### config.mk
export PLATFORM = sky130hd
export DESIGN_NAME = srrip_state_mem
export DESIGN_NICKNAME = d
export VERILOG_FILES = /design/src/hw/rtl/srrip_state_mem.sv
export SDC_FILE = /design/constraint.sdc
export NUM_CORES = 2
export LEC_CHECK = 0
export BUFFER_PORTS_ARGS = -buffer_cell sky130_fd_sc_hd__buf_2
export CAP_MARGIN = 10
export CORE_ASPECT_RATIO = 1.4
export CORE_UTILIZATION = 50
export DETAILED_ROUTE_END_ITERATION = 7
export PLACE_DENSITY = 0.68
export SLEW_MARGIN = 0
export SYNTH_ARGS = -nofsm -noshare
export SYNTH_HDL_FRONTEND = slang
export SYNTH_MEMORY_MAX_BITS = 65536
export SYNTH_SLANG_ARGS = --single-unit
### constraint.sdc
create_clock -name clk_i -period 10.35 [get_ports clk_i]
set_input_delay 1.035 -clock clk_i [delete_from_list [all_inputs] [get_ports clk_i]]
set_output_delay 1.035 -clock clk_i [all_outputs]
set_load 0.01 [all_outputs]
### src/hw/rtl/srrip_state_mem.sv
module srrip_state_mem #(
  parameter int ROW_W  = 72,
  parameter int SETS   = 64,
  parameter int ADDR_W = 6
) (
  input  logic              clk_i,
  input  logic              we_i,
  input  logic [ADDR_W-1:0] waddr_i,
  input  logic [ROW_W-1:0]  wdata_i,
  input  logic              re_i,
  input  logic [ADDR_W-1:0] raddr_i,
  output logic [ROW_W-1:0]  rdata_o
);

  logic [ROW_W-1:0] mem [SETS];
  logic [ROW_W-1:0] rdata_q;

  always_ff @(posedge clk_i) begin
    if (we_i) begin
      mem[waddr_i] <= wdata_i;
    end
    if (re_i) begin
      rdata_q <= mem[raddr_i];
    end
  end

  assign rdata_o = rdata_q;

endmodule

# Word-level counts from Yosys, hierarchy flattened
# Memory sizes are Yosys's and may differ from the RTL's. A register that Yosys moved wholly into a read port is not among the register bits.
# Cells that the tools add are included.
# word_totals
register_bits	0
ramBits	4608
in_bits	87
output_inout_bits	72
word_cells	3
memories	1
# memory_table
memory	depth	width	read_ports	rd_ports_with_merged_regs	write_ports	line	rtl
mem	64	72	1	1	1	15	logic [ROW_W-1:0] mem [SETS];
# op_classes
muxes	2
# op_table
op	count
$mux 1	2

# Longest topological paths before layout
# depth
word_depth	2
depth_mapped	8
mapped_depth_nobuf	4

# Worst setup path before layout
# Ideal clock, no wire load.
# synth_path
path_kind	input-to-reg
startpoint	input port waddr_i[3]
endpoint	memory mem[48][0], enable pin
setup_ns	0.590
arrival_time_ns	6.443
t_required_ns	9.760
path_slack_ns	3.316
path_stages	4
n_path_buf	1
cell_sequence	clkbuf_1 -> nor2b_1 -> nand4b_1 -> nor3_1
# synth_rtl
element	line	rtl
from (decl)	8	input logic [ADDR_W-1:0] waddr_i,
to (decl)	15	
# Straight into the memory's write port.

==> metrics.yaml <==
status: "completed"
route.met2.wl_um: 251000
critPathLaunch: "raddr_i[2]"
multiInputGateArea_mm2: 0.0339
clk_pin_slew_worst_paths_ns: 0.08
yosysTopAreaCell: "edfxtp_1"
layout_common_cells: "edfxtp_1, mux4_2, clkbuf_16"
clock_skew_ns: 0.0496
cp_slowest_cell: "and2_4"
arrival_ns: 5.06
grt_max_degree: 123
syn_to_final_growth_pct: 11.8
hold_ws_ns: 0.561
critPathMaxStageDelay_ns: 0.79
syn_inst: 7305
io_buffers: 158
seqCellArea_mm2: 0.141
ant_nets: 0
slew_headroom: 0.149
core_area_mm2: 0.350
cp.required_ns: 11.13
max_cap_viol_count: 0
cts_root_buffer: "clkbuf_16"
cts_resized: 0
yosysTopAreaCellShare: 0.799
vias: 86500
drive_gt1_frac: 0.277
vias_per_cell: 6.81
wl_met1_um: 173000
layout.nets: 7775
cts.path.max_buffers: 4
cp_cell_sequence: "buf_8 -> buf_12 -> and2_4 -> buf_4 -> buf_4 -> a22oi_1 -> nand3_1 -> o211a_1"
grtUsageTotal: 0.283
placementRows: 257
reg2reg_slack_ns: 8.28
die_y_um: 704
cts_tree: "done"
wl_per_cell_um: 39.3
reg2reg_to: "rdata_o[27]$_DFFE_PP_"
max_freq_mhz: 234
slew_violations: 0
cts_hold_buf: 0
fill_cells: 24900
cellPowerDensity_mw_per_mm2: 196
postCtsSetupBuffers: 0
gr-total-overflow: 0
ys_ff_latch: 4680
leakage_nw: 60.6
cp-start-kind: "primary input"
ios: 159
syn_avg_cell_area_um2: 24.1
routed_wirelength_um: 500000
die_width_um: 503
critPathKind: "primary input to register"
final-setup-viol-count: 0
finalSetupTns_ns: 0
rsz0062_at_grt: "false"
synth.cell_area_mm2: 0.176
dp_hpwl_um: 258000
grt_pass1_wl_um: 689000
synth_fp_nets: 7392
initial_core_util: 0.502
cts_buffers: 417
fin_crit_sh: 0.413
synth_area_leaders: "edfxtp_1, mux4_2, a22oi_1"
yosys_warnings: 0
drcViolationCount: 0
tightestPinTransition_ns: 1.28
fin_crit_ns: 4.28
hold_depth: 1
highest_layer: "met5"
yosysUniqueCellTypes: 26
critPathMaxFanout: 122
place.gp.congestion: 0.791
peakVddDrop_mv: 0.150
grt_pass1_vias: 86100
seq_area_frac_synth: 0.799
crit_top_cell: "buf_4"
hold_start: "re_i"
reg2reg_from: "mem[1][27]$_DFFE_PP_"
clock_sinks: 4680
end_kind: "register"
holdCritPathClass: "primary input to register"
drt_pass1_iterations: 5
drtIter0Drc: 12800
dieArea_mm2: 0.354
antenna_found_initial: 35
dr_wl_met3_um: 52700
hold_path_end: "rdata_o[64]$_DFFE_PP_"
clk_latency_ns: 0.93
cts-htree-levels: 5
worstRegToRegCells: 4
mostFrequentLayoutCell: "edfxtp_1"
hold_viol_final: 0
-- power by group --
group          switching (W)  internal (W)  total [W]
logic                0.00111      0.000619    0.00173
clock network        0.00689       0.00887     0.0158
registers          0.0000779        0.0210     0.0211
total                0.00808        0.0305     0.0386
-- routing by layer --
layer,global-route usage,vias to the layer above
li1,-,32600
met1,0.373,46900
met4,0.113,8
met5,0,-
met3,0.0476,1125
met2,0.469,5814
-- area by class of cell --
class | count | share of cell area
multi-input combinational | 2207 | 0.173
clock buffer | 487 | 0.0551
clock inverter | 264 | 0.0142
timing repair buffer | 382 | 0.0137
antenna | 20 | 0.000254
tap | 4662 | 0.0297
sequential | 4680 | 0.715
-- cell usage after synthesis --
master       n
a211oi_1    72
a22oi_1    288
and2_1       3
buf_1       27
buf_2      190
buf_4       56
buf_6        2
clkbuf_1   143
edfxtp_1  4680
mux2i_1    108
mux4_2    1152
nand2_1      8
nand2b_1     9
nand3_1    128
nand3b_1    26
nand4_1      2
nand4b_1     1
nor2_1     120
nor2b_1      9
nor3_1       2
o211a_1     72
o221ai_1    54
o22ai_1    144
or2_2        2
or3_1        3
or3b_2       4
-- flip-flops by register name, indices dropped and copies added (netlist names) --
name,count
mem,4608
rdata_o,72
-- worst max-delay path: cells and delay by family --
family | cells | cell delay, ns
and+or+nand+nor | 2 | 0.94
buffers and inverters | 4 | 2.40
AOI/OAI and AO/OA | 2 | 0.35
-- how the worst max path moves through the flow --
stage,endpoint,slack (ns),cells past startpoint
after floorplan,mem[48][0]$_DFFE_PP_,3.32,4
after global placement,rdata_o[55]$_DFFE_PP_,5.23,8
after detailed placement,rdata_o[59]$_DFFE_PP_,5.20,8
after CTS,rdata_o[59]$_DFFE_PP_,6.17,8
after global routing,rdata_o[6]$_DFFE_PP_,6.06,8
final,rdata_o[59]$_DFFE_PP_,6.07,8
-- metrics by stage --
step | std cells | cell area (µm²) | total power [W] | worst slack (ns) | utilization
6_report | 12700 | 197000 | 0.0386 | 6.07 | 0.562
5_1_grt | 12700 | 197000 | 0.0394 | 6.06 | 0.562
4_1_cts | 12700 | 197000 | 0.0387 | 6.17 | 0.562
3_5_place_dp | 11900 | 183000 | 0.0232 | 5.20 | 0.523
3_3_place_gp | 11900 | 183000 | 0.0232 | 5.23 | 0.523
2_1_floorplan | 7305 | 176000 | 0.0224 | 3.32 | -
-- logic make-up after synthesis --
group	Yosys count	share of synthesized area
compound gates	630	0.0273
buf+inv	418	0.0115
flops	4680	0.799
mux	1260	0.154
simple gates	317	0.00878
(Power assumes the default switching activity.)
