$ cat src/hw/rtl/srrip_pkg.sv
package srrip_pkg;

  typedef enum logic [1:0] {
    CMD_HIT    = 2'd0,
    CMD_INSERT = 2'd1,
    CMD_INVAL  = 2'd2,
    CMD_VICTIM = 2'd3
  } cmd_e;

  localparam int unsigned CtrW     = 8;
  localparam int unsigned WayIdxW  = 5;
  localparam logic [3:0]  CbitsRst = 4'd2;
  localparam logic [7:0]  CtrRst   = 8'd3;

  typedef struct packed {
    logic               has_empty;
    logic [WayIdxW-1:0] empty_way;
    logic [WayIdxW-1:0] max_way;
    logic [CtrW-1:0]    max_val;
  } vsel_t;

  function automatic logic [CtrW-1:0] ceiling(input logic [3:0] bits);
    logic [3:0] b;
    b = bits;
    if (b < 4'd1) b = 4'd1;
    if (b > 4'd8) b = 4'd8;
    return CtrW'((9'd1 << b) - 9'd1);
  endfunction

endpackage

$ cat src/hw/rtl/srrip_victim_sel.sv
module srrip_victim_sel #(
  parameter int WAYS = 8
) (
  input  logic [WAYS-1:0]                   valid_i,
  input  logic [WAYS*srrip_pkg::CtrW-1:0]   ctr_i,
  output srrip_pkg::vsel_t                  sel_o
);

  localparam int LVL = (WAYS > 1) ? $clog2(WAYS) : 1;
  localparam int N   = 1 << LVL;

  logic [srrip_pkg::CtrW-1:0]    tv [LVL+1][N];
  logic [srrip_pkg::WayIdxW-1:0] ti [LVL+1][N];

  always_comb begin
    // first invalid way
    sel_o.has_empty = 1'b0;
    sel_o.empty_way = '0;
    for (int w = WAYS - 1; w >= 0; w--) begin
      if (!valid_i[w]) begin
        sel_o.has_empty = 1'b1;
        sel_o.empty_way = srrip_pkg::WayIdxW'(w);
      end
    end

    // max tree, ties go to the lower way
    for (int l = 0; l <= LVL; l++) begin
      for (int i = 0; i < N; i++) begin
        tv[l][i] = '0;
        ti[l][i] = '0;
      end
    end
    for (int i = 0; i < WAYS; i++) begin
      tv[0][i] = ctr_i[srrip_pkg::CtrW*i +: srrip_pkg::CtrW];
      ti[0][i] = srrip_pkg::WayIdxW'(i);
    end
    for (int l = 0; l < LVL; l++) begin
      for (int i = 0; i < (N >> (l + 1)); i++) begin
        if (tv[l][2*i] >= tv[l][2*i+1]) begin
          tv[l+1][i] = tv[l][2*i];
          ti[l+1][i] = ti[l][2*i];
        end else begin
          tv[l+1][i] = tv[l][2*i+1];
          ti[l+1][i] = ti[l][2*i+1];
        end
      end
    end
    sel_o.max_val = tv[LVL][0];
    sel_o.max_way = ti[LVL][0];
  end

endmodule
$ cat config.mk
export PLATFORM = sky130hd
export DESIGN_NAME = srrip_victim_sel
export DESIGN_NICKNAME = d
export VERILOG_FILES = /design/src/hw/rtl/srrip_pkg.sv /design/src/hw/rtl/srrip_victim_sel.sv
export SDC_FILE = /design/constraint.sdc
export NUM_CORES = 1
export LEC_CHECK = 0
export BUFFER_PORTS_ARGS = -buffer_cell sky130_fd_sc_hd__buf_2
export CORE_MARGIN = 1.5
export CORE_UTILIZATION = 39
export DETAILED_ROUTE_END_ITERATION = 16
export MAX_ROUTING_LAYER = met4
export PLACE_DENSITY = 0.66
export SETUP_SLACK_MARGIN = 0.4
export SLEW_MARGIN = 10
export SYNTH_ARGS = -nofsm -noshare
export SYNTH_HDL_FRONTEND = slang
export SYNTH_SLANG_ARGS = --single-unit
$ cat constraint.sdc
create_clock -name vclk -period 7.95
set_clock_uncertainty 0.2 [all_clocks]
set_input_delay 1.59 -clock vclk [all_inputs]
set_output_delay 1.59 -clock vclk [all_outputs]
set_load 0.01 [all_outputs]
== Yosys cells after proc, flatten, opt, wreduce, memory -nomap -nowiden ==
Index checks and enable logic that the tools add are counted.
W data, S select, Z words.

* Register bits after elaboration: 0
* Output and inout port bits: 19

* Magnitude comparators: 7
* Muxes and demuxes: 22

{| class="wikitable"
|+ Operator list
! operator !! count
|-
| $ge A8 B8 Y1 || 7
|-
| $mux W8 || 7
|-
| $mux W6 || 8
|-
| $mux W5 || 3
|-
| $mux W1 || 4
|}

== Depth between registers and ports, before layout ==
* Depth in word-level cells: 8
* Mapped depth: 23
* Gate-level depth less buffers: 20

== Worst setup path before layout ==
OpenSTA, ideal clock, no wires.

* Kind: input-to-output
* Start: in ctr_i[0] in the netlist's numbering
* End: out sel_o[0] in the netlist's numbering
* Arrival: 5.758 ns
* Path slack: 0.402 ns
* Cell stages on the path: 19
* Buffers on the path: 3
* Cells stage by stage: inv_1 > ha_1 > nand2b_1 > a2111oi_0 > o31ai_1 > buf_2 > mux2i_1 > inv_1 > ha_1 > or3_1 > a31o_2 > clkbuf_1 > mux2i_1 > ha_1 > a21oi_1 > a21oi_1 > o22ai_2 > clkbuf_1 > mux2i_1

{| class="wikitable"
|+ RTL lines
! item !! RTL line !! RTL
|-
| start, declared || srrip_victim_sel.sv:5 || <nowiki>input logic [WAYS*srrip_pkg::CtrW-1:0] ctr_i,</nowiki>
|-
| end, declared || srrip_victim_sel.sv:6 || <nowiki>output srrip_pkg::vsel_t sel_o</nowiki>
|}

==> reports/results.ini <==
[yosys]
syn_area_um2=2295
syn_inst=290
synth_cell_types=36
postSynthAreaPerCell_um2=7.913
ys_seq_area_share_pct=0
yosys_warnings=0

[finish]
seq_cells=0
drive_gt1_share_pct=61.22
n_clock_buffer=0
ff_latch_area_um2=0
fin_nets=540
final_common_cell=buf_2
layout_common_cells=74 x buf_2, 46 x inv_1, 35 x ha_1
antenna_cells=0
filler_cell_count=384
area_delta_synth_final_pct=80.97
multi_input_area_um2=2839

[floorplanning]
io_pins=91
coreArea_um2=5608
fp.dieW_um=79.71
dieArea_um2=6353
die_height_um=79.71
rows=27
initial_core_util_pct=40.92

[worst_setup_path]
cp-start-kind=input pin
cp.arrival_ns=5.90
critPathMaxFanout=8
endpoint_kind=output port
crit_type=input pin to output port
worstPathRequired_ns=6.16

[power_and_ir_drop]
comb_power_share_pct=100.0
intPower_uw=395.5
seq_power_share_pct=0
clockPowerShare_pct=0
ir_drop_v=0.0001060
switching_power_uw=348.3
p_per_area_nw_per_um2=179.1
leakage_uw=0.001942
swShare_pct=46.83

[global_route]
grt_pass1_vias=2305
track_usage_pct=20.12
grt_pass1_wl_mm=10.18
antenna_found_initial=0
grt.overflow.total=0
grt_start_max_net_pins=15

[timing]
timing.final.crit_share_pct=96.69
rsz0062_at_grt=yes
fin_tns_setup_ns=0
timing.final.crit_period_ns=7.687
worst_pin_slew_ns=0.6091
setup_violations=0
setup_slack_ns=0.2630
hold_violations=0
slew_viol_final=0
max_freq_mhz=130.1
relSlewSlack_pct=59.39

[routing]
viasPerCell=5.566
drtAntennaViolNets=0
drtPass1Iterations=4
wl_per_cell_um=17.61
num_vias=2683
drc=0
finalWirelength_mm=8.488
first_iter_violations=148

[place]
gp_congestion=0.8304
hpwlAfterDp_mm=5.196
dp_slack_ns=0.03218
io_buffers=87

[run]
max_cap_viol_count=0

[worst_hold_path]
hold_path_class=input pin to output port

[status]
outcome=complete, no violations

-- layer usage --
metal	vias up	routed length, µm	GRT usage [%]
met3	29	429	0.1143
met1	1267	3276	24.97
met2	115	4428	37.88
met4	0	354	1.579
li1	1272	-	-
met5	-	0	-
-- synthesized netlist by cell type, drive strengths merged --
cell type  instances  share of area, %
clkbuf             4              0.65
nor3b              1              0.33
and4               2              0.76
o221ai             2               1.3
o22ai              1              0.55
nand4              3              0.82
a21boi             1              0.33
ha                56                31
inv               61                10
nand2b             5               2.3
a211oi             2              0.65
conb               1              0.16
a21oi             11               2.4
o21ai             13               2.8
mux2               3               1.5
a2111oi            4               4.0
o21a               7               2.3
o31ai              2              0.87
nand3              3              0.65
buf                9               3.1
mux2i             48                22
or3                2              0.55
nor2               5              0.82
a31oi              2              0.55
nand2             14               2.3
a31o               1              0.38
nor3              18               3.9
a211o              8               3.1
a41oi              1              0.38
-- cell families after synthesis --
logic type,share of synthesized area [%]
AO/OA/AOI/OAI,19.57
other,0.1634
buffers and inverters,13.69
AND/OR/NAND/NOR,12.49
adder cells (fa/ha/maj),30.53
multiplexers,23.55
-- area by class of cell --
type                            instances  area share [%]
Inverter                               61           5.755
Timing Repair Buffer                  130           23.71
Multi-Input combinational cell        219           68.36
Tap cell                               72           2.169
-- through the flow --
stage / total power [µW] / cells / hold slack [ns] / utilization (%) / area (µm²)
after floorplan: 270.6 / 293 / 3.071 / - / 2306
after global placement: 396.6 / 445 / 3.265 / 50.22 / 2816
after detailed placement: 404.8 / 445 / 3.274 / 50.22 / 2816
after CTS: 477.2 / 456 / 3.274 / 55.22 / 3097
after global routing: 788.7 / 482 / 3.296 / 74.05 / 4153
final: 743.8 / 482 / 3.271 / 74.05 / 4153
-- critical path: stages --
cell and delay, ns:
buf_4 0.11, inv_2 0.04, ha_4 0.24, nand4_1 0.15
o31ai_4 0.59, mux2i_2 0.35, ha_1 0.27, or3_4 0.41
a31oi_4 0.22, mux2_4 0.34, ha_4 0.28, nand2b_4 0.12
nand3_2 0.06, a21oi_2 0.15, o22ai_2 0.11, buf_4 0.15
clkbuf_16 0.15, nor3_1 0.26, a211o_1 0.16, buf_2 0.13
-- worst paths after layout --
check / to / startpoint / cells after the start
worst max-delay path: sel_o[1] / ctr_i[28] / 20
worst min-delay path: sel_o[14] / valid_i[2] / 3
-- power by group through the flow --
stage	Clock (µW)	Sequential (µW)	Combinational (µW)
5_1_grt	0	0	789
3_3_place_gp	0	0	397
2_1_floorplan	0	0	271
4_1_cts	0	0	477
3_5_place_dp	0	0	405
6_report	0	0	744
-- timing repair --
action / in CTS / in global routing
gates cloned: 1 / 3
gates resized for setup: 31 / 166
hold buffers: 0 / 0
setup endpoints to repair: 11 / 11
pin swaps: 8 / 50
buffers inserted: 10 / 23
(Power assumes the default switching activity.)
